==> src/hdl/nhl_pkg.sv <==
// ----------------------------------------------------------------------------
// nhl_pkg: shared definitions for the neighbor handshake liveness block
// Field widths, command, handshake and action codes, register indexes.
// ----------------------------------------------------------------------------
package nhl_pkg;

    localparam int ID_BITS_DEF    = 8;
    localparam int TIMER_BITS_DEF = 16;

    localparam int CMD_W      = 1;
    localparam int HS_W       = 2;
    localparam int ACT_W      = 3;
    localparam int MAX_RES    = 4;
    localparam int SLOT_W     = 2;
    localparam int RES_CNT_W  = 3;
    localparam int QUEUE_DEPTH = 2;

    localparam int CFG_IDX_W  = 2;
    localparam int CFG_DATA_W = 16;
    localparam int CFG_TIME_W = 16;

    localparam logic [CFG_TIME_W-1:0] DEFAULT_TIME = 16'd1500;

    typedef logic [ACT_W-1:0]     t_action;
    typedef logic [HS_W-1:0]      t_hs;
    typedef logic [CFG_IDX_W-1:0] t_cfg_idx;

    localparam logic CMD_TICK = 1'b0;
    localparam logic CMD_MSG  = 1'b1;

    localparam t_hs HS_PING_M2S = 2'd0;
    localparam t_hs HS_ACK_M2S  = 2'd1;
    localparam t_hs HS_PING_S2M = 2'd2;
    localparam t_hs HS_ACK_S2M  = 2'd3;

    localparam t_action ACT_SEND_SLAVE   = 3'd0;
    localparam t_action ACT_SEND_MASTER  = 3'd1;
    localparam t_action ACT_FLUSH_SLAVE  = 3'd2;
    localparam t_action ACT_FLUSH_MASTER = 3'd3;
    localparam t_action ACT_REPORT_MSTR  = 3'd4;
    localparam t_action ACT_REPORT_LOCAL = 3'd5;

    localparam t_cfg_idx CFG_SELF_ID     = 2'd0;
    localparam t_cfg_idx CFG_ROOT_ID     = 2'd1;
    localparam t_cfg_idx CFG_ACK_TIMEOUT = 2'd2;
    localparam t_cfg_idx CFG_PING_PERIOD = 2'd3;

    function automatic int res_w(input int id_bits);
        return ACT_W + HS_W + 3 * id_bits;
    endfunction

    function automatic int bundle_w(input int id_bits);
        return RES_CNT_W + MAX_RES * res_w(id_bits);
    endfunction

endpackage

==> src/hdl/nhl_queue.sv <==
// ----------------------------------------------------------------------------
// nhl_queue: short register FIFO of result bundles
// Decouples the event front end from the result serializer.
// ----------------------------------------------------------------------------
module nhl_queue #(
    parameter int WIDTH = 8,
    parameter int DEPTH = 2
) (
    input  logic             i_clk,
    input  logic             i_rst_n,
    input  logic             i_push,
    input  logic [WIDTH-1:0] i_data,
    output logic             o_full,
    input  logic             i_pop,
    output logic             o_valid,
    output logic [WIDTH-1:0] o_data
);
    localparam int PTR_W = (DEPTH > 1) ? $clog2(DEPTH) : 1;
    localparam int CNT_W = $clog2(DEPTH + 1);
    localparam logic [PTR_W-1:0] PTR_LAST = PTR_W'(DEPTH - 1);
    localparam logic [CNT_W-1:0] CNT_FULL = CNT_W'(DEPTH);

    logic [WIDTH-1:0] r_mem [DEPTH];
    logic [PTR_W-1:0] r_wr, r_rd;
    logic [CNT_W-1:0] r_cnt;
    logic             do_push, do_pop;

    assign o_full  = (r_cnt == CNT_FULL);
    assign o_valid = (r_cnt != '0);
    assign o_data  = r_mem[r_rd];
    assign do_push = i_push && !o_full;
    assign do_pop  = i_pop && o_valid;

    always_ff @(posedge i_clk) begin
        if (!i_rst_n) begin
            r_wr  <= '0;
            r_rd  <= '0;
            r_cnt <= '0;
        end else begin
            if (do_push) begin
                r_wr <= (r_wr == PTR_LAST) ? '0 : r_wr + PTR_W'(1);
            end
            if (do_pop) begin
                r_rd <= (r_rd == PTR_LAST) ? '0 : r_rd + PTR_W'(1);
            end
            if (do_push && !do_pop) begin
                r_cnt <= r_cnt + CNT_W'(1);
            end else if (do_pop && !do_push) begin
                r_cnt <= r_cnt - CNT_W'(1);
            end
        end
    end

    always_ff @(posedge i_clk) begin
        if (do_push) begin
            r_mem[r_wr] <= i_data;
        end
    end

endmodule

==> src/hdl/nhl_front.sv <==
// ----------------------------------------------------------------------------
// nhl_front: event front end
// Holds configuration and neighbor state, classifies each event and builds
// the ordered bundle of results it causes.
// ----------------------------------------------------------------------------
module nhl_front #(
    parameter int ID_BITS    = 8,
    parameter int TIMER_BITS = 16
) (
    input  logic                                      i_clk,
    input  logic                                      i_rst_n,
    input  logic                                      i_cfg_we,
    input  logic [nhl_pkg::CFG_IDX_W-1:0]             i_cfg_idx,
    input  logic [nhl_pkg::CFG_DATA_W-1:0]            i_cfg_wdata,
    input  logic                                      i_valid,
    input  logic                                      i_cmd,
    input  logic [nhl_pkg::HS_W-1:0]                  i_hs,
    input  logic signed [ID_BITS-1:0]                 i_sender,
    output logic                                      o_ready,
    input  logic                                      i_q_full,
    output logic                                      o_push,
    output logic [nhl_pkg::bundle_w(ID_BITS)-1:0]     o_bundle
);
    import nhl_pkg::*;

    localparam int RES_W = res_w(ID_BITS);
    localparam logic signed [ID_BITS-1:0] ID_UNK = '1;

    logic signed [ID_BITS-1:0]  r_self, r_root;
    logic [CFG_TIME_W-1:0]      r_ack_to, r_per;

    logic signed [ID_BITS-1:0]  r_m_now, n_m_now, r_s_now, n_s_now;
    logic signed [ID_BITS-1:0]  r_m_at, n_m_at, r_s_at, n_s_at;
    logic                       r_m_wait, n_m_wait, r_s_wait, n_s_wait;
    logic [TIMER_BITS-1:0]      r_m_tmr, n_m_tmr, r_s_tmr, n_s_tmr;

    logic [TIMER_BITS-1:0]      win, per, rem_to, a_tmr, spent, rem_ack, s_t1, m_t1;
    logic                       accept, m_active;

    logic                       f_a, f_b, f_c, f_d, f_e, rep_en;
    t_action                    a_act, b_act, rep_act;
    t_hs                        a_hs;
    logic signed [ID_BITS-1:0]  rep_m, rep_s;

    logic [RES_CNT_W-1:0]       cnt;
    t_action                    s_act [MAX_RES];
    t_hs                        s_hs  [MAX_RES];
    logic signed [ID_BITS-1:0]  s_rs  [MAX_RES];
    logic signed [ID_BITS-1:0]  s_rm  [MAX_RES];
    logic signed [ID_BITS-1:0]  s_rl  [MAX_RES];

    // saturate timing registers to the timer range
    if (TIMER_BITS >= CFG_TIME_W) begin : g_tm_wide
        assign win = TIMER_BITS'(r_ack_to);
        assign per = TIMER_BITS'(r_per);
    end else begin : g_tm_narrow
        assign win = (|r_ack_to[CFG_TIME_W-1:TIMER_BITS]) ? '1 : r_ack_to[TIMER_BITS-1:0];
        assign per = (|r_per[CFG_TIME_W-1:TIMER_BITS]) ? '1 : r_per[TIMER_BITS-1:0];
    end

    assign o_ready  = !i_q_full;
    assign accept   = i_valid && o_ready;
    assign m_active = (r_self != r_root);

    assign rem_to  = (per > win) ? per - win : '0;
    assign a_tmr   = (i_hs == HS_ACK_M2S) ? r_s_tmr : r_m_tmr;
    assign spent   = (win > a_tmr) ? win - a_tmr : '0;
    assign rem_ack = (per > spent) ? per - spent : '0;
    assign s_t1    = (r_s_tmr != '0) ? r_s_tmr - TIMER_BITS'(1) : '0;
    assign m_t1    = (r_m_tmr != '0) ? r_m_tmr - TIMER_BITS'(1) : '0;

    always_comb begin
        n_m_now  = r_m_now;
        n_s_now  = r_s_now;
        n_m_at   = r_m_at;
        n_s_at   = r_s_at;
        n_m_wait = r_m_wait;
        n_s_wait = r_s_wait;
        n_m_tmr  = r_m_tmr;
        n_s_tmr  = r_s_tmr;
        f_a      = 1'b0;
        f_b      = 1'b0;
        f_c      = 1'b0;
        f_d      = 1'b0;
        f_e      = 1'b0;
        a_act    = ACT_SEND_MASTER;
        a_hs     = HS_ACK_M2S;
        b_act    = ACT_FLUSH_SLAVE;
        rep_m    = r_m_now;
        rep_s    = r_s_now;
        if (accept) begin
            if (i_cmd == CMD_TICK) begin
                if (s_t1 != '0) begin
                    n_s_tmr = s_t1;
                end else if (r_s_wait) begin
                    if (r_s_at != ID_UNK) begin
                        n_s_now = ID_UNK;
                        f_c     = 1'b1;
                    end
                    n_s_wait = 1'b0;
                    n_s_tmr  = rem_to;
                    f_d      = (rem_to == '0);
                end else begin
                    f_d = 1'b1;
                end
                if (m_active) begin
                    if (m_t1 != '0) begin
                        n_m_tmr = m_t1;
                    end else if (r_m_wait) begin
                        if (r_m_at != ID_UNK) begin
                            n_m_now = ID_UNK;
                        end
                        n_m_wait = 1'b0;
                        n_m_tmr  = rem_to;
                        f_e      = (rem_to == '0);
                    end else begin
                        f_e = 1'b1;
                    end
                end
                // slave loss is reported before the master side moves
                rep_m = r_m_now;
                rep_s = n_s_now;
            end else begin
                case (i_hs)
                    HS_PING_M2S: begin
                        f_a   = 1'b1;
                        a_act = ACT_SEND_MASTER;
                        a_hs  = HS_ACK_M2S;
                        if (i_sender != r_m_now) begin
                            n_m_now = i_sender;
                            f_b     = 1'b1;
                            b_act   = ACT_FLUSH_MASTER;
                            f_c     = 1'b1;
                        end
                    end
                    HS_ACK_M2S: begin
                        if (r_s_wait) begin
                            if (i_sender != r_s_now) begin
                                n_s_now = i_sender;
                                f_b     = 1'b1;
                                b_act   = ACT_FLUSH_SLAVE;
                                f_c     = 1'b1;
                            end
                            n_s_wait = 1'b0;
                            n_s_tmr  = rem_ack;
                            f_d      = (rem_ack == '0);
                        end
                    end
                    HS_PING_S2M: begin
                        f_a   = 1'b1;
                        a_act = ACT_SEND_SLAVE;
                        a_hs  = HS_ACK_S2M;
                        if (i_sender != r_s_now) begin
                            n_s_now = i_sender;
                            f_b     = 1'b1;
                            b_act   = ACT_FLUSH_SLAVE;
                            f_c     = 1'b1;
                        end
                    end
                    HS_ACK_S2M: begin
                        if (m_active && r_m_wait) begin
                            if (i_sender != r_m_now) begin
                                n_m_now = i_sender;
                                f_b     = 1'b1;
                                b_act   = ACT_FLUSH_MASTER;
                                f_c     = 1'b1;
                            end
                            n_m_wait = 1'b0;
                            n_m_tmr  = rem_ack;
                            f_e      = (rem_ack == '0);
                        end
                    end
                    default: begin
                    end
                endcase
                rep_m = n_m_now;
                rep_s = n_s_now;
            end
            if (f_d) begin
                n_s_wait = 1'b1;
                n_s_at   = n_s_now;
                n_s_tmr  = win;
            end
            if (f_e) begin
                n_m_wait = 1'b1;
                n_m_at   = n_m_now;
                n_m_tmr  = win;
            end
        end
    end

    assign rep_en  = f_c && (!m_active || (rep_m != ID_UNK));
    assign rep_act = m_active ? ACT_REPORT_MSTR : ACT_REPORT_LOCAL;

    // results always fall in this order: reply, flush, report, slave ping, master ping
    always_comb begin
        cnt = '0;
        for (int i = 0; i < MAX_RES; i++) begin
            s_act[i] = ACT_SEND_SLAVE;
            s_hs[i]  = HS_PING_M2S;
            s_rs[i]  = '0;
            s_rm[i]  = '0;
            s_rl[i]  = '0;
        end
        if (f_a) begin
            s_act[cnt[SLOT_W-1:0]] = a_act;
            s_hs[cnt[SLOT_W-1:0]]  = a_hs;
            cnt = cnt + RES_CNT_W'(1);
        end
        if (f_b) begin
            s_act[cnt[SLOT_W-1:0]] = b_act;
            cnt = cnt + RES_CNT_W'(1);
        end
        if (rep_en) begin
            s_act[cnt[SLOT_W-1:0]] = rep_act;
            s_rs[cnt[SLOT_W-1:0]]  = r_self;
            s_rm[cnt[SLOT_W-1:0]]  = rep_m;
            s_rl[cnt[SLOT_W-1:0]]  = rep_s;
            cnt = cnt + RES_CNT_W'(1);
        end
        if (f_d) begin
            s_act[cnt[SLOT_W-1:0]] = ACT_SEND_SLAVE;
            s_hs[cnt[SLOT_W-1:0]]  = HS_PING_M2S;
            cnt = cnt + RES_CNT_W'(1);
        end
        if (f_e) begin
            s_act[cnt[SLOT_W-1:0]] = ACT_SEND_MASTER;
            s_hs[cnt[SLOT_W-1:0]]  = HS_PING_S2M;
            cnt = cnt + RES_CNT_W'(1);
        end
    end

    always_comb begin
        o_bundle = '0;
        o_bundle[RES_CNT_W-1:0] = cnt;
        for (int i = 0; i < MAX_RES; i++) begin
            o_bundle[RES_CNT_W + i*RES_W +: RES_W] = {s_rl[i], s_rm[i], s_rs[i], s_hs[i], s_act[i]};
        end
    end

    assign o_push = accept && (cnt != '0);

    always_ff @(posedge i_clk) begin
        if (!i_rst_n) begin
            r_self   <= '0;
            r_root   <= '0;
            r_ack_to <= DEFAULT_TIME;
            r_per    <= DEFAULT_TIME;
        end else if (i_cfg_we) begin
            case (i_cfg_idx)
                CFG_SELF_ID:     r_self   <= i_cfg_wdata[ID_BITS-1:0];
                CFG_ROOT_ID:     r_root   <= i_cfg_wdata[ID_BITS-1:0];
                CFG_ACK_TIMEOUT: r_ack_to <= i_cfg_wdata[CFG_TIME_W-1:0];
                CFG_PING_PERIOD: r_per    <= i_cfg_wdata[CFG_TIME_W-1:0];
                default: begin
                end
            endcase
        end
    end

    always_ff @(posedge i_clk) begin
        if (!i_rst_n) begin
            r_m_now  <= ID_UNK;
            r_s_now  <= ID_UNK;
            r_m_at   <= ID_UNK;
            r_s_at   <= ID_UNK;
            r_m_wait <= 1'b0;
            r_s_wait <= 1'b0;
            r_m_tmr  <= '0;
            r_s_tmr  <= '0;
        end else begin
            r_m_now  <= n_m_now;
            r_s_now  <= n_s_now;
            r_m_at   <= n_m_at;
            r_s_at   <= n_s_at;
            r_m_wait <= n_m_wait;
            r_s_wait <= n_s_wait;
            r_m_tmr  <= n_m_tmr;
            r_s_tmr  <= n_s_tmr;
        end
    end

    a_tick_no_flush: assert property (@(posedge i_clk) disable iff (!i_rst_n)
        (accept && (i_cmd == CMD_TICK)) |-> !f_b)
        else $error("tick produced a queue flush");

    a_root_master_frozen: assert property (@(posedge i_clk) disable iff (!i_rst_n)
        (accept && !m_active) |=> $stable(r_m_tmr))
        else $error("master side moved at root");

    a_ping_acked: assert property (@(posedge i_clk) disable iff (!i_rst_n)
        (accept && (i_cmd == CMD_MSG) && ((i_hs == HS_PING_M2S) || (i_hs == HS_PING_S2M)))
        |-> (o_push && (s_act[0] == a_act)))
        else $error("incoming ping not acked first");

endmodule

==> src/hdl/nhl_back.sv <==
// ----------------------------------------------------------------------------
// nhl_back: result serializer
// Unpacks queued bundles and drives one result beat per cycle, while the
// output is ready, via an output register, marking each event's final result.
// ----------------------------------------------------------------------------
module nhl_back #(
    parameter int ID_BITS = 8
) (
    input  logic                                  i_clk,
    input  logic                                  i_rst_n,
    input  logic                                  i_q_valid,
    input  logic [nhl_pkg::bundle_w(ID_BITS)-1:0] i_q_data,
    output logic                                  o_q_pop,
    output logic                                  o_valid,
    input  logic                                  i_ready,
    output logic [nhl_pkg::ACT_W-1:0]             o_action,
    output logic [nhl_pkg::HS_W-1:0]              o_hs,
    output logic signed [ID_BITS-1:0]             o_rep_self,
    output logic signed [ID_BITS-1:0]             o_rep_master,
    output logic signed [ID_BITS-1:0]             o_rep_slave,
    output logic                                  o_last
);
    import nhl_pkg::*;

    localparam int RES_W = res_w(ID_BITS);

    logic [SLOT_W-1:0]          r_idx;
    logic                       r_valid, r_last;
    t_action                    r_act;
    t_hs                        r_hs;
    logic signed [ID_BITS-1:0]  r_rs, r_rm, r_rl;

    logic [RES_W-1:0]           slot [MAX_RES];
    logic [RES_CNT_W-1:0]       cnt;
    logic                       load, is_last;

    always_comb begin
        for (int i = 0; i < MAX_RES; i++) begin
            slot[i] = i_q_data[RES_CNT_W + i*RES_W +: RES_W];
        end
    end

    assign cnt     = i_q_data[RES_CNT_W-1:0];
    assign load    = i_q_valid && (!r_valid || i_ready);
    assign is_last = ((RES_CNT_W'(r_idx) + RES_CNT_W'(1)) == cnt);
    assign o_q_pop = load && is_last;

    always_ff @(posedge i_clk) begin
        if (!i_rst_n) begin
            r_idx   <= '0;
            r_valid <= 1'b0;
        end else begin
            if (load) begin
                r_valid <= 1'b1;
                r_idx   <= is_last ? '0 : r_idx + SLOT_W'(1);
            end else if (i_ready) begin
                r_valid <= 1'b0;
            end
        end
    end

    always_ff @(posedge i_clk) begin
        if (load) begin
            r_act  <= slot[r_idx][ACT_W-1:0];
            r_hs   <= slot[r_idx][ACT_W +: HS_W];
            r_rs   <= slot[r_idx][ACT_W+HS_W +: ID_BITS];
            r_rm   <= slot[r_idx][ACT_W+HS_W+ID_BITS +: ID_BITS];
            r_rl   <= slot[r_idx][ACT_W+HS_W+2*ID_BITS +: ID_BITS];
            r_last <= is_last;
        end
    end

    assign o_valid      = r_valid;
    assign o_action     = r_act;
    assign o_hs         = r_hs;
    assign o_rep_self   = r_rs;
    assign o_rep_master = r_rm;
    assign o_rep_slave  = r_rl;
    assign o_last       = r_last;

endmodule

==> src/hdl/neighbor_handshake_liveness.sv <==
// ----------------------------------------------------------------------------
// neighbor_handshake_liveness: chain neighbor tracking by ping and ack
// Front end, two-entry bundle queue and result serializer.
// ----------------------------------------------------------------------------
// An event (tick or received handshake) is accepted whenever the internal
// bundle queue has room, even while earlier results still wait at the
// output. Each event yields zero to three result beats, sent one per cycle by
// the single-beat output register while the output is ready. A tick that
// causes no result produces no beat.
module neighbor_handshake_liveness #(
    parameter int ID_BITS    = nhl_pkg::ID_BITS_DEF,
    parameter int TIMER_BITS = nhl_pkg::TIMER_BITS_DEF
) (
    input  logic                              i_clk,
    input  logic                              i_rst_n,
    input  logic                              i_cfg_we,
    input  logic [nhl_pkg::CFG_IDX_W-1:0]     i_cfg_idx,
    input  logic [nhl_pkg::CFG_DATA_W-1:0]    i_cfg_wdata,
    input  logic                              i_s_axis_tvalid,
    output logic                              o_s_axis_tready,
    input  logic [((ID_BITS+7)/8)*8-1:0]      i_s_axis_tdata,   // peer_id
    input  logic [nhl_pkg::CMD_W+nhl_pkg::HS_W-1:0] i_s_axis_tuser, // cmd, hs_type
    output logic                              o_m_axis_tvalid,
    input  logic                              i_m_axis_tready,
    output logic [((3*ID_BITS+7)/8)*8-1:0]    o_m_axis_tdata,   // rep_self, rep_master, rep_slave
    output logic [nhl_pkg::ACT_W+nhl_pkg::HS_W-1:0] o_m_axis_tuser, // action, out_hs_type
    output logic                              o_m_axis_tlast
);
    import nhl_pkg::*;

    localparam int BUN_W = bundle_w(ID_BITS);
    localparam int OUT_W = ((3*ID_BITS+7)/8)*8;

    logic               q_push, q_full, q_valid, q_pop;
    logic [BUN_W-1:0]   f_bundle, q_data;
    t_action            b_act;
    t_hs                b_hs;
    logic signed [ID_BITS-1:0] b_rs, b_rm, b_rl;

    nhl_front #(
        .ID_BITS    (ID_BITS),
        .TIMER_BITS (TIMER_BITS)
    ) u_front (
        .i_clk       (i_clk),
        .i_rst_n     (i_rst_n),
        .i_cfg_we    (i_cfg_we),
        .i_cfg_idx   (i_cfg_idx),
        .i_cfg_wdata (i_cfg_wdata),
        .i_valid     (i_s_axis_tvalid),
        .i_cmd       (i_s_axis_tuser[0]),
        .i_hs        (i_s_axis_tuser[CMD_W +: HS_W]),
        .i_sender    (i_s_axis_tdata[ID_BITS-1:0]),
        .o_ready     (o_s_axis_tready),
        .i_q_full    (q_full),
        .o_push      (q_push),
        .o_bundle    (f_bundle)
    );

    nhl_queue #(
        .WIDTH (BUN_W),
        .DEPTH (QUEUE_DEPTH)
    ) u_queue (
        .i_clk   (i_clk),
        .i_rst_n (i_rst_n),
        .i_push  (q_push),
        .i_data  (f_bundle),
        .o_full  (q_full),
        .i_pop   (q_pop),
        .o_valid (q_valid),
        .o_data  (q_data)
    );

    nhl_back #(
        .ID_BITS (ID_BITS)
    ) u_back (
        .i_clk        (i_clk),
        .i_rst_n      (i_rst_n),
        .i_q_valid    (q_valid),
        .i_q_data     (q_data),
        .o_q_pop      (q_pop),
        .o_valid      (o_m_axis_tvalid),
        .i_ready      (i_m_axis_tready),
        .o_action     (b_act),
        .o_hs         (b_hs),
        .o_rep_self   (b_rs),
        .o_rep_master (b_rm),
        .o_rep_slave  (b_rl),
        .o_last       (o_m_axis_tlast)
    );

    assign o_m_axis_tuser = {b_hs, b_act};
    assign o_m_axis_tdata = OUT_W'({b_rl, b_rm, b_rs});

endmodule
==> config.mk <==
export PLATFORM = sky130hd
export DESIGN_NAME = neighbor_handshake_liveness
export DESIGN_NICKNAME = d
export VERILOG_FILES = /design/src/hdl/nhl_pkg.sv /design/src/hdl/nhl_queue.sv /design/src/hdl/nhl_front.sv /design/src/hdl/nhl_back.sv /design/src/hdl/neighbor_handshake_liveness.sv
export SDC_FILE = /design/constraint.sdc
export NUM_CORES = 1
export LEC_CHECK = 0
export BUFFER_PORTS_ARGS = -buffer_cell sky130_fd_sc_hd__clkbuf_2
export CAP_MARGIN = 10
export CELL_PAD_IN_SITES_DETAIL_PLACEMENT = 1
export CELL_PAD_IN_SITES_GLOBAL_PLACEMENT = 1
export CORE_MARGIN = 2
export CORE_UTILIZATION = 40
export CTS_CLUSTER_DIAMETER = 200
export DETAILED_ROUTE_END_ITERATION = 10
export PLACE_DENSITY = 0.76
export SYNTH_ARGS = -nofsm -noshare
export SYNTH_HDL_FRONTEND = slang
export SYNTH_HIERARCHICAL = 1
export SYNTH_SLANG_ARGS = --single-unit
==> constraint.sdc <==
create_clock -name i_clk -period 16.7 [get_ports i_clk]
set_input_delay 1.67 -clock i_clk [delete_from_list [all_inputs] [get_ports i_clk]]
set_output_delay 1.67 -clock i_clk [all_outputs]
set_load 0.05 [all_outputs]
* Word-level counts from Yosys, hierarchy flattened
Memories as Yosys holds them, arrays and structs flattened. A register that Yosys moved wholly into a read port is not among the register bits.
Index checks and enable logic that the tools add are counted.
W data, S select, Z words.
** Word-level totals
- Output and inout bits :: 32
- Memories kept :: 1
- Input bits :: 34
- Register bits after elaboration :: 151
- Memory bits (writable) :: 238
- Logic and storage cells :: 272
** Memories
- u_queue.r_mem :: words 2, bits a word 119, read ports 1, clocked after memory_dff 1, wr ports 1, line nhl_queue.sv:23 : logic [WIDTH-1:0] r_mem [DEPTH];
** Cells by class
- Magnitude comparators :: 12
- Reduce and logical (&&, ||, !) cells :: 48
- Multiplexer cells :: 135
- Add/sub/neg operators :: 15
- Bitwise operators :: 18
- Equality and inequality tests :: 20
** Operator list (count)
- $mux W16 :: 19
- $mux W8 :: 19
- $and A32 B32 Y32 :: 3
- $mux W32 :: 3
- $reduce_bool A16 Y1 :: 4
- $bmux W29 S2 :: 1
- $mux W29 :: 2
- $mux W1 :: 52
- $gt A16 B16 Y1 :: 3
- $mux W12 :: 4
- $sub A16 B16 Y16 :: 3
- $mux W3 :: 13
- $logic_not A16 Y1 :: 2
- $pmux W8 S2 :: 2
- $sub A16 B1 Y16 const B :: 2
- $bwmux W12 :: 2
- $demux W3 S2 :: 4
- $ne A8 B1 Y1 const B :: 3
- $ne A8 B8 Y1 :: 3
- $mux W2 :: 9
- $and A8 B8 Y8 :: 2
- $demux W8 S2 :: 1
- $not A8 Y8 :: 2
- $ge A3 B3 Y1 const B :: 5
- other kinds (34) :: 85

* Logic depth before layout (Yosys ltp)
Gate-level depths: netlist of the first run.
- Depth in word-level cells :: 22
- Mapped depth :: 44
- Depth with buffers taken out :: 40

* Modules after synthesis
Netlist of the first run, hierarchy kept.
** Modules (own cells, without submodules)
- nhl_front :: seq. area each 2282.2 um^2, times used 1, area an instance 10993.0 um^2, cells each 1564
- nhl_queue :: seq. area each 7247.0 um^2, times used 1, area an instance 8859.7 um^2, cells each 395
- nhl_back :: seq. area each 960.9 um^2, times used 1, area an instance 1824.2 um^2, cells each 85

* Least setup slack after synthesis of the first run
OpenSTA, ideal clock, no wires.
- Kind :: input port to flip-flop
- From :: input i_s_axis_tuser[2] (netlist bit)
- To :: memory u_queue/r_mem[0][0] (netlist bit), enable pin
- Path slack :: 2840 ps
- Buffers on the path :: 3
- Stages on the path :: 38
- Required time :: 16124 ps
- Setup time :: 576 ps
- Arrival :: 13284 ps
- Cells stage by stage :: inv_1 > ha_1 > clkbuf_1 > clkbuf_1 > o21ai_0 > ha_1 > fa_1 > nor2b_1 > o21ai_0 > a21boi_0 > o21ai_0 > a21oi_1 > o21ai_0 > a21boi_0 > o21ai_0 > a211oi_1 > a211oi_1 > nor2_1 > [... 2 more ...] > a21oi_1 > a2111oi_0 > or2_2 > o311ai_1 > nand3b_1 > and4b_1 > a31o_2 > a32oi_1 > nand2b_1 > buf_2 > mux2i_1 > inv_1 > ha_1 > nand2_1 > xor2_1 > o22ai_1 > inv_1 > nor3_2
** On the way
- Cells in the longest elaborated chain, start to end :: 20
- Elaborated cells on any way between the ends :: 51
- Those cells by class :: 6 x add/sub; 2 x order compare; 4 x eq/ne; 31 x mux; 8 x reduce/logical
** Ends and longest elaborated chain
- start, declared :: line neighbor_handshake_liveness.sv:22 : input logic [nhl_pkg::CMD_W+nhl_pkg::HS_W-1:0] i_s_axis_tuser,
- $eq A2 B1 Y1 :: line nhl_front.sv:66, nhl_front.sv:124
- $mux W16 :: line nhl_front.sv:66 : assign a_tmr = (i_hs == HS_ACK_M2S) ? r_s_tmr : r_m_tmr;
- $sub A16 B16 Y16 or $gt A16 B16 Y1 (tied branches) :: line nhl_front.sv:67 : assign spent = (win > a_tmr) ? win - a_tmr : '0;
- $mux W16 :: line nhl_front.sv:67
- $sub A16 B16 Y16 or $gt A16 B16 Y1 (tied branches) :: line nhl_front.sv:68 : assign rem_ack = (per > spent) ? per - spent : '0;
- $mux W16 :: line nhl_front.sv:68
- $logic_not A16 Y1 :: line nhl_front.sv:146, nhl_front.sv:170
- $mux W1 :: line nhl_front.sv:137 : if (r_s_wait) begin
- [... 5 more ...]
- $add A3 B1 Y3 :: line nhl_front.sv:229 : cnt = cnt + RES_CNT_W'(1);
- $mux W3 (*) :: line nhl_front.sv:226 : if (f_e) begin
- $reduce_bool A3 Y1 (*) :: line nhl_front.sv:241 : assign o_push = accept && (cnt != '0);
- $logic_and A1 B1 Y1 (*) :: line nhl_front.sv:241
- named net q_push :: line neighbor_handshake_liveness.sv:34 : logic q_push, q_full, q_valid, q_pop;
- $logic_and A1 B1 Y1 (*) :: line nhl_queue.sv:31 : assign do_push = i_push && !o_full;
- $mux W1 (*) :: line nhl_queue.sv:55 : if (do_push) begin
- $mux W1 (not written as such) (*) :: line nhl_queue.sv:56 : r_mem[r_wr] <= i_data;
- end, declared :: line nhl_queue.sv:23
Mark *: on every way through the listed nets, which the timed path passes. The rest lies on a longest branch. The select of a mux whose other input is x is not followed.

* Worst setup path after layout of the first run
- From :: input i_s_axis_tuser[2] (netlist bit)
- To :: memory u_queue/r_mem[1][16] (netlist bit), enable pin
Same word-level chain as after synthesis.

==> results summary, run 1 <==
Counting the buffers created by CTS gives 44. The area of the mapped netlist is 0.0217 mm². The H-tree generated during clock tree synthesis spans 2 levels. The highest net fanout along the worst path came out at 71. The maximum number of pins on one net before global-route repair is 77. The worst hold path passes through 2 cells. Fill cells in the final layout number 5,846. The floorplan die width came out at 237 µm. The flow ran to the end, and the final reports show no timing, DRC or antenna violations.

The critical path data required time came out at 16,890 ps. The number of antenna violations at the first check in global routing is 1. The area of the die is 0.0561 mm². The standard-cell row count is 85. The starting DRC count in detailed routing is 1,170. The final count of pins violating max slew was 0.

The element type at the critical path start is a primary input. Summed over all nets, the half-perimeter wirelength after detailed placement is 45.0 mm. The post-synthesis average cell area came out at 10.6 µm². Clock latency on the worst-skew pair, taken at its later pin, is 590 ps. For this configuration, the core starts out at a cell density of 40.4%. The count of port buffers added during placement is 65. The maximum root-to-sink buffer count came out at 3. The largest clock skew in the final design is 30.3 ps. The proportion of synthesized chip area in sequential cells came out at 48.4%. The total global routing overflow came out at 0. The number of setup buffers added after CTS is 0. Clock tree synthesis found a total of 390 sinks.

The slew at the pin with the worst max-slew slack came out at 1200 ps. The CTS tree is built. Measured against its own limit, the worst slew margin works out to 19.6%. The critical path capture point type is a flop. The via count of the first global-routing pass is 17,200.

The total via count in the routed design came out at 16,100. The count of endpoints failing setup in the final report is 0. The average routed wire per standard cell came out at 23.0 µm. The number of antenna-violating nets in the routed design came out at 0. Synthesis handed over a netlist of 2,044 instances. The first global-routing pass estimated 99.4 mm of wire. The start-to-end type of the worst setup path is primary input to flop. The start of the worst register-to-register path is u_front/r_m_tmr[0]. Across the VDD grid, the largest voltage drop is 75.2 µV. The clock tree root buffer cell is sky130_fd_sc_hd__clkbuf_16. Static timing analysis puts the maximum clock frequency at 81.1 MHz. The number of warnings reported in the yosys synthesis log is 6.

Summing all placed instances gives a cell area of 0.0224 mm². The share of layout cells above drive strength 1 came out at 11.5%. For this run, the post-layout net count is 2,160. For this block, the routed nets add up to 64.1 mm of wire. The total non-filler cell area in the finished layout came out at 0.0239 mm². The ratio of routed vias to standard cells came out at 5.80. Among all flip-flop cells after synthesis, the most frequent one is sky130_fd_sc_hd__edfxtp_1. After synthesis the netlist holds a flip-flop and latch count of 390. The most critical setup path has its startpoint at i_s_axis_tuser[2]. The power per cell area came out at 133 mW/mm². The number of max-cap violations came out at 0. The count of unresolved DRC violations after routing came out at 0. The height of the die is 237 µm. The worst-case register-to-register setup slack came out at 5620 ps. The count of cell types in the netlist is 96. After synthesis, the share of flip-flops with an asynchronous set or reset is 0%. The final RePlAce weighted congestion is 0.920. The layout overhead on the synthesized area came out at 10.1%. The total global routing track utilization is 22.7%. On the worst path, the slowest cell contributes a delay of 870 ps. For this run, the share of the core covered by cells in the final layout is 44.4%. The cell that appears most often on the critical path is sky130_fd_sc_hd__o21ai_0. Gates resized during post-CTS repair numbered 0. The area of the core region came out at 0.0537 mm². The endpoint arrival time on the critical path is 12,530 ps.

The number of enable-type register cells in the synthesized netlist is 268. The I/O pin total came out at 66. The final clock period utilization by the worst path is 73.9%.

The number of detailed-routing iterations run before antenna repair came out at 5. The number of buffers inserted by hold repair at cts came out at 0. After clock tree synthesis, the clock-pin slew on the worst setup and hold paths is 60 ps. The minimum clock period is 12,330 ps. In this run the critical register-to-register path is captured at u_queue/r_mem[1][16]. Setup repair after global routing left no endpoint under its margin. The number of failing hold endpoints at the final stage is 0. The post-route setup TNS came out at 0 ps. In this run the worst hold path is classified as flop to flop. The endpoint of the worst hold path is u_front/r_s_at[6]. The cell depth of the worst flop-to-flop path is 36.

The hold path startpoint is u_front/r_s_at[6]. The analysis attributes to cell leakage a power of 0.00912 µW. The slowest stage of the critical path belongs to the cell sky130_fd_sc_hd__buf_4.
==> layout by cell type, fill, tap and decap left out, drive strengths merged, types with 8 or more instances in the layout <==
master,Yosys,routed
o21ai,90,90
a31oi,15,15
or3,24,24
dfxtp,122,122
a21o,11,11
and2,17,17
inv,81,81
buf,48,20
o31ai,9,9
o211a,17,17
o211ai,43,43
or2,13,13
clkbuf,80,119
a211oi,18,18
nor2,217,217
clkinv,0,19
nand2,200,200
or4,10,10
nand4,20,20
xnor2,47,47
a21oi,102,102
a221oi,27,27
nor3,41,41
o221ai,8,8
nand3,38,38
mux2i,30,30
o21a,18,18
ha,73,73
and3,13,13
nor4,12,12
xor2,33,33
mux2,121,121
nand2b,13,13
edfxtp,268,268
nor2b,28,28
mux4,29,29
a21boi,25,25
==> routing by layer <==
layer | vias to the layer above | share of wire [%] | wire length (µm) | track usage (%)
met4 | 0 | 3.8 | 2410 | 9.49
met1 | 8110 | 41 | 26400 | 27.5
met5 | - | 0 | 0 | 0
li1 | 7524 | - | - | -
met3 | 136 | 3.9 | 2520 | 2.65
met2 | 377 | 51 | 32700 | 40.8
==> sequential cells by signal, summed over array words and instances (netlist names), 16 cells and up, named ones only <==
signal	count
u_queue/r_mem	238
u_front/r_s_tmr	16
u_front/r_m_tmr	16
u_front/per	16
u_front/r_ack_to	16
==> power breakdown <==
part | switching (µW) | internal (µW) | total (µW)
logic | 643 | 348 | 990
registers | 61.1 | 1130 | 1190
clock network | 410 | 583 | 993
total | 1110 | 2060 | 3180
==> layout make-up <==
class / instances / area, µm² / share of cell area (%)
inverter: 81 / 304 / 1.27
timing repair buffer: 84 / 470 / 1.97
antenna: 1 / 2.50 / 0.0105
clock inverter: 27 / 295 / 1.24
multi-input combinational: 1449 / 10200 / 42.9
clock buffer: 55 / 1180 / 4.96
tap: 696 / 871 / 3.65
sequential: 390 / 10500 / 44.0
==> metrics by stage <==
| step | instances | hold WS [ps] | total power, µW | setup WS (ps) |
|---|---|---|---|---|
| floorplan | 2048 | 443 | 1920 | 2840 |
| global placement | 2700 | 456 | 2160 | 4460 |
| detailed placement | 2700 | 473 | 2190 | 3900 |
| CTS | 2782 | 488 | 3190 | 4410 |
| global route | 2782 | 523 | 3320 | 3260 |
| finish | 2783 | 485 | 3180 | 4370 |
==> cell usage after synthesis (all sizes together) (12+ instances only) <==
cell    count  area (µm²)
a211oi     18         135
a21boi     25         188
a21oi     102         510
a221oi     27         243
a31oi      15        93.8
and2       17         111
and3       13        81.3
buf        48         395
clkbuf     80         302
dfxtp     122        2440
edfxtp    268        8050
ha         73         913
inv        81         304
mux2      121        1360
mux2i      30         300
mux4       29         657
nand2     200         761
nand2b     13        81.3
nand3      38         190
nand4      20         125
nor2      217         820
nor2b      28         175
nor3       41         231
nor4       12        96.3
o211a      17         170
o211ai     43         323
o21a       18         135
o21ai      90         454
or2        13        81.3
or3        24         155
xnor2      47         438
xor2       33         289
==> how the worst max path moves through the flow <==
stage | endpoint | slack (ps) | depth (start not counted)
after CTS | u_queue/r_mem[1][42] | 4410 | 39
after floorplan | u_queue/r_mem[0][0] | 2840 | 38
after global placement | u_queue/r_mem[1][16] | 4460 | 40
after global routing | u_queue/r_mem[1][98] | 3260 | 39
final | u_queue/r_mem[1][16] | 4370 | 39
after detailed placement | u_queue/r_mem[1][45] | 3900 | 39
==> critical path, delay by kind of cell <==
| family | cells | cell delay, ps |
|---|---|---|
| buffers and inverters | 7 | 2120 |
| AO/OA/AOI/OAI | 16 | 3790 |
| XOR/XNOR | 1 | 100 |
| AND/OR/NAND/NOR | 9 | 2930 |
| adder cells (fa/ha/maj) | 5 | 1420 |
| multiplexers | 1 | 390 |
==> cells by family (layout without fill, tap and decap cells) <==
group                    Yosys count  count (layout)  share of synthesized area [%]
AND/OR/NAND/NOR                  672             672                           14.9
buffers and inverters            209             247                           4.62
XOR/XNOR                          80              80                           3.35
AO/OA/AOI/OAI                    436             436                           13.5
other                              1               6                         0.0173
multiplexers                     180             180                           10.7
adder cells (fa/ha/maj)           76              76                           4.49
flip-flops                       390             390                           48.4
Power figures use the tool's default switching activity.
==> inputs of run 2 (changes only) <==
ABC_AREA = 1   (was not set)
PLACE_DENSITY = 0.81   (was 0.76)
clock period = 11 ns   (was 16.7 ns; I/O delays follow)
==> run 2 against run 1 <==
Against the previous run:
- area after synthesis rose by 2.2%
- global-route usage rose by 2.5 points
- synthesized cell count rose by 25%
- non-clock buffer count rose by 4
- worst hold slack got worse by 3.8 ps
- register-to-register slack got worse by 3700 ps
- first-iteration DRC count rose by 15%
- sequential power rose by 50%
==> results summary, run 2 <==
The via count of the first global-routing pass is 19,600. The min-delay analysis places its worst path in the category flop to flop. After global routing the overflow that remains totals 0.

The most common library cell in the layout ignoring fill and taps is sky130_fd_sc_hd__nand2_1. The largest clock skew in the final design came out at 38.7 ps. The number of detailed-routing iterations run before antenna repair is 6.

The number of antenna-violating nets in the routed design came out at 0. The global-route wire length before repair came out at 112 mm. The effective utilization at floorplan came out at 40.3%. The total design power came out at 4900 µW. The critical path data required time is 11,260 ps. For this run, the leading register cell type out of synthesis is sky130_fd_sc_hd__edfxtp_1. The core region is 0.0550 mm². The count of endpoints failing setup in the final report came out at 0. The average routed wire per standard cell came out at 21.5 µm. The critical path in this run is classified as primary input to flop.

The maximum root-to-sink buffer count came out at 3. In this run the clock root is driven by a sky130_fd_sc_hd__clkbuf_16. The worst setup path is captured at a flop. The number of antenna violations at the first check in global routing is 0. The area of the die came out at 0.0573 mm². The flow ran to the end, and the final reports show no timing, DRC or antenna violations. The flop and latch count out of synthesis came out at 390. The clock tree synthesis step divided the H-tree into 2 levels. The number of failing hold endpoints at the final stage came to 0. The number of nets in the layout is 2,686. The highest-utilization routing layer at the global route stage is met2. The number of enable-type register cells in the synthesized netlist is 268.

The final count of pins violating max slew is 0. The maximum number of pins on one net before global-route repair came out at 70. The detailed-route wire length is 72.2 mm. For this design, the slowest cell found on the critical path is sky130_fd_sc_hd__nor2_4.

From left edge to right edge, the die measures 239 µm. Setup repair after global routing left no endpoint under its margin. The highest ir drop seen on vdd is 121 µV. The number of max-cap violations came out at 0.

In the layout the commonest cells are sky130_fd_sc_hd__nand2_1, sky130_fd_sc_hd__nor2_1, sky130_fd_sc_hd__edfxtp_1, sky130_fd_sc_hd__inv_1, sky130_fd_sc_hd__o21ai_0. In the global route stage, met1 resource usage came out at 31.4%. The ratio of routed vias to standard cells is 5.57. The count of cell types in the netlist is 58. The number of antenna cells inserted is 0. The post-CTS setup buffer count came out at 0. In this run, CTS created clock tree buffers numbering 43.

The global-route track usage on met2 is 44.5%. Leaving out filler cells and counting taps, the final layout contains 3,359. The clock edge transition at the registers on the reported setup and hold paths is 60 ps. The count of port buffers added during placement came out at 65.

Of the available clock period, the critical path in the final layout requires 89.5%. The total global routing track utilization is 25.3%. The number of placed instances, taps included came out at 3,279. After the first detailed-routing iteration, the DRC count stood at 1,345. Hold repair after CTS inserted 0 buffers. The placed wire-length estimate after detailed placement is 50.9 mm.

The flip-flop count of the largest register after layout is 238. Compared with the post-synthesis result, the final layout area differs by 10.6%. STA puts the critical path data arrival time at 10,110 ps. The share of the Yosys chip area taken by registers is 47.3%.

Power spread over the standard cell area amounts to 200 mW/mm². The slew at the pin with the worst max-slew slack is 1220 ps. The height of the die came out at 239 µm. The number of warnings reported in the yosys synthesis log is 6. Static timing analysis puts the maximum clock frequency at 102 MHz. The standard-cell row count came out at 86.

The routed layout has 18,700 vias. The minimum clock period came out at 9840 ps. The delay of the slowest cell on the worst path came out at 630 ps.

The clock net in this run drives a total of 390 sinks. Hold timing on the final database bottoms out at a slack of 481 ps. The most prevalent standard cell on the critical path is sky130_fd_sc_hd__nand2_1. The fraction of registers with async set or reset after synthesis is 0%.

The area of the mapped netlist is 0.0222 mm². In this run the count of I/O pins placed on the die edge is 66. Yosys instantiated no cell more often than sky130_fd_sc_hd__nand2_1. Synthesis produced a netlist whose cell count is 2,549.

The final RePlAce weighted congestion came out at 0.977. The post-route setup TNS came out at 0 ps. The insertion delay to the later sink of the worst-skew pair is 610 ps.

The area fraction of the dominant cell type after synthesis is 36.3%. Headroom to the max-slew limit came out at 17.6%. The highest net fanout along the worst path is 47. The post-synthesis average cell area is 8.69 µm². TritonCTS built the clock tree.

The standby leakage power is 0.0104 µW. The post-layout utilization of the core is 44.6%. After synthesis, the most frequently instantiated cells are sky130_fd_sc_hd__nand2_1, sky130_fd_sc_hd__nor2_1, sky130_fd_sc_hd__edfxtp_1.

The met3 routing resource usage after global routing came out at 3.07%. Of all cell types, the one taking the most synthesized area is sky130_fd_sc_hd__edfxtp_1. The count of unresolved DRC violations after routing came out at 0. The share of layout cells above drive strength 1 is 13.8%. The worst setup path is launched from a primary input. Sorting the synthesized cells by area gives the leading types as sky130_fd_sc_hd__edfxtp_1, sky130_fd_sc_hd__dfxtp_1, sky130_fd_sc_hd__nand2_1, sky130_fd_sc_hd__mux2_2, sky130_fd_sc_hd__nor2_1.

The number of gates given a new drive strength after cts is 0. More flip-flops sit in one register than any other, and that register is u_queue/r_mem.
==> run 2: cell type report <==
type	count	area, µm²
clock buffers	56	1150
clock inverters	24	348
fillers	6430	30500
inverters	272	1030
multi-input cells	1781	10000
flip-flops and latches	390	10500
well taps	748	936
repair buffers	88	548
==> run 2: per-layer routing <==
metal  vias to the layer above  share of wire [%]
met5                         -                  0
li1                       8751                  -
met2                       510                 50
met1                      9298                 42
met4                         0                4.0
met3                       149                4.6
==> run 2: per-stage QoR <==
step,setup WS [ps],area [µm²]
after CTS,1290,24500
after global routing,424,24500
final,1160,24500
after global placement,1160,23000
after detailed placement,717,23000
after floorplan,-1620,22200
==> run 2: cells by family after synthesis <==
family / Yosys count / synth area share [%]
adders and majority gates: 76 / 4.39
buffers and inverters: 382 / 7.66
other: 1 / 0.0169
AOI/OAI and AO/OA: 481 / 12.4
DFF: 390 / 47.3
xor gates and xnor gates: 34 / 1.34
muxes: 120 / 6.09
and+or+nand+nor: 1065 / 20.7
==> run 2: path summary, 6_finish.rpt <==
path	startpoint	endpoint	slack (ps)	cells past startpoint
min	u_front/r_s_at[4]	u_front/r_s_at[4]	480	2
max reg2reg	u_front/r_m_tmr[0]	u_queue/r_mem[0][14]	1940	47
min reg2reg	u_front/r_s_at[4]	u_front/r_s_at[4]	480	2
max	i_s_axis_tuser[2]	u_queue/r_mem[0][14]	1160	49
==> run 2: worst max-delay path, delay by kind of cell <==
kind | cells | cell delay, ps
buffers and inverters | 11 | 1490
adder cells (fa/ha/maj) | 5 | 1710
AO/OA/AOI/OAI | 11 | 2250
AND/OR/NAND/NOR | 22 | 3480
==> run 2: where the power goes <==
part | total (µW) | internal (µW) | switching, µW
registers | 1790 | 1720 | 72.6
logic | 1560 | 450 | 1110
clock network | 1550 | 899 | 651
==> inputs of run 3 (changes only) <==
CORE_UTILIZATION = 44   (was 40)
PLACE_DENSITY = 0.87   (was 0.81)
==> run 3 against run 2 <==
Against the previous run:
- register-to-register slack worse by 50 ps
- die area is 8.9% lower
- fmax decreased by 1.2%
- worst hold slack got worse by 2.1 ps
- non-clock buffer count grew 3
- critical path depth unchanged
- worst setup slack lost 120 ps
- clock power is 5% higher
- flip-flop and latch count unchanged
- total power grew 2.0%
- sequential share of layout area is essentially flat
==> results summary, run 3 (synthesis gave the netlist of run 2 again) <==
The endpoint of the worst register-to-register path is u_queue/r_mem[1][66]. The insertion delay to the later sink of the worst-skew pair is 610 ps. The count of cells in the finished layout, fillers not included, comes to 3,284.

The initial utilization of the core area, before any placement, comes to 44.4%. The critical path startpoint is i_s_axis_tuser[2]. After detailed routing, the total wire length is 74.0 mm. The core region is 0.0500 mm².

The clock sink count is 390. The standard-cell row count came out at 82. The final clock period utilization by the worst path came out at 90.6%. The top register by number of flip-flops is u_queue/r_mem.

The via count of the first global-routing pass came out at 19,800. STA classifies the critical path endpoint as a flop. In this design, the largest share of critical-path delay is due to simple AND/OR/NAND/NOR gates. Once placement finished, the instance area stood at 0.0230 mm². The count of unresolved DRC violations after routing is 0. The critical path buffer and inverter count is 11.

The number of antenna-violating nets in the routed design came out at 0. The total stage count of the critical path came out at 49. Across all hold checks on the routed design, the worst slack comes to 479 ps. The total clock buffers created by CTS is 43.

The flip-flop count of the largest register after layout came out at 238. The number of antenna cells inserted came out at 0. The first routing iteration left 1,409 violations.

The CTS tree is built. In this run the critical register-to-register path is launched from u_front/r_m_tmr[0]. Dividing total power by cell area gives a power density of 204 mW/mm². The total non-filler cell area in the finished layout is 0.0245 mm². The number of failing hold endpoints at the final stage was 0. The number of antenna violations at the first check in global routing came to 1. Across all register-to-register paths, the minimum setup slack is 1890 ps.

The count of endpoints failing setup in the final report came out at 0. The critical path in this run is classified as primary input to flop. The total global routing overflow is 0. Max-cap violations in this run came to 0. In this run, post-CTS repair resized a total of 0 instances.

The standby leakage power is 0.0104 µW. The highest-delay cell along the critical path is sky130_fd_sc_hd__nor2_4. The number of nets in the layout is 2,689. The worst register-to-register path has a depth of 47. The highest ir drop seen on vdd came out at 114 µV.

The post-CTS setup buffer count came out at 0. The final count of pins violating max slew came out at 0. The clock edge transition at the registers on the reported setup and hold paths is 60 ps.

STA classifies the critical path startpoint as a primary input. The average routed wire per standard cell came out at 22.5 µm. Setup repair after global routing left no endpoint under its margin. The maximum number of pins on one net before global-route repair is 82. The path category of the worst min-delay check is flop to flop. The minimum clock period is 9960 ps. For the worst setup path, the data required time is 11,260 ps. In the layout the commonest cells are sky130_fd_sc_hd__nand2_1, sky130_fd_sc_hd__nor2_1, sky130_fd_sc_hd__edfxtp_1, sky130_fd_sc_hd__inv_1, sky130_fd_sc_hd__o21ai_0.

At the end of routability-driven placement, the weighted congestion stood at 0.903. The most common library cell in the layout ignoring fill and taps is sky130_fd_sc_hd__nand2_1. 66 I/O pins were placed. The number of buffers inserted by hold repair at cts came out at 0. The number of detailed-routing iterations run before antenna repair is 5.

The delay of the slowest cell on the worst path came out at 750 ps. For this run, the top clock speed supported by timing is 100 MHz. Among the stages of the critical path, the cell type that occurs most often is sky130_fd_sc_hd__nand2_1.

For the pin with the worst max-slew slack, the measured transition is 1160 ps. The floorplan die width came out at 228 µm. The layout overhead on the synthesized area came out at 10.6%. The first global-routing pass estimated 114 mm of wire.

In the routed layout, each cell is associated on average with a via count of 5.78. The highest net fanout along the worst path is 40. The die covers 0.0522 mm². The largest clock skew in the final design is 32.7 ps. Including well taps, the total number of placed cells is 3,204. The share of layout cells above drive strength 1 is 13.9%. The count of port buffers added during placement came out at 65.

The root buffer cell chosen for the clock tree is sky130_fd_sc_hd__clkbuf_16. The height of the die is 228 µm. The total via count in the routed design is 19,000.

The relative max-transition margin is 22.0%. The placed wire-length estimate after detailed placement is 50.6 mm. The destination of the critical timing path is u_queue/r_mem[1][66]. The maximum root-to-sink buffer count is 3. The endpoint arrival time on the critical path came out at 10,230 ps. The total global routing track utilization is 27.9%.

The run finished with clean final reports. The H-tree was split into 2 levels.
==> run 3: cell count changes in the layout (fill, tap and decap cells not counted), sizes merged <==
cell / before / now
clkinv: 16 / 17
bufinv: 6 / 10
buf: 24 / 26
clkinvlp: 3 / 4
clkbuf: 120 / 113
==> run 3: where the power goes <==
part,switching [µW],internal [µW]
sequential,83.6,1720
combinational,1120,455
clock,654,963
total,1860,3140
==> run 3: stage by stage <==
stage | total power, µW | setup WS, ps | utilization, % | TNS [ps]
4_1_cts | 5000 | 1260 | 49.0 | 0
2_1_floorplan | 2910 | -1620 | - | -386060
5_1_grt | 5210 | 258 | 49.1 | 0
3_5_place_dp | 3360 | 690 | 45.9 | 0
3_3_place_gp | 3290 | 1060 | 45.9 | 0
6_report | 5000 | 1040 | 49.1 | 0
==> run 3: worst reg2reg max path, delay by kind of cell, from the launching register on <==
family,cells,cell delay (ps)
simple gates,22,3570
compound gates,11,2180
buf+inv,10,1470
flops,1,310
fa+ha+maj,4,1240
==> run 3: area by class of cell <==
class	count	area, µm²
inverters	272	1030
well taps	672	841
flip-flops and latches	390	10500
fillers	5844	25500
clock inverters	30	448
repair buffers	91	596
multi-input cells	1781	10000
clock buffers	48	1090
==> run 3: layer usage <==
metal	share of wire, %	GRT usage [%]	up-vias
li1	-	-	8771
met1	41	34.7	9379
met2	49	48.7	661
met3	5.7	3.89	172
met4	4.4	11.8	2
met5	0.015	0	-
==> run 3: worst min-delay path by stage <==
stage,cells past startpoint,slack (ps),end,startpoint
final,2,480,u_front/r_s_at[4],u_front/r_s_at[4]
after global routing,2,510,u_front/r_s_at[4],u_front/r_s_at[4]
after CTS,2,470,u_front/r_s_at[4],u_front/r_s_at[4]
after detailed placement,2,460,u_front/r_s_at[4],u_front/r_s_at[4]
after global placement,2,450,u_front/r_s_at[4],u_front/r_s_at[4]
after floorplan,2,440,u_front/r_s_at[0],u_front/r_s_at[0]
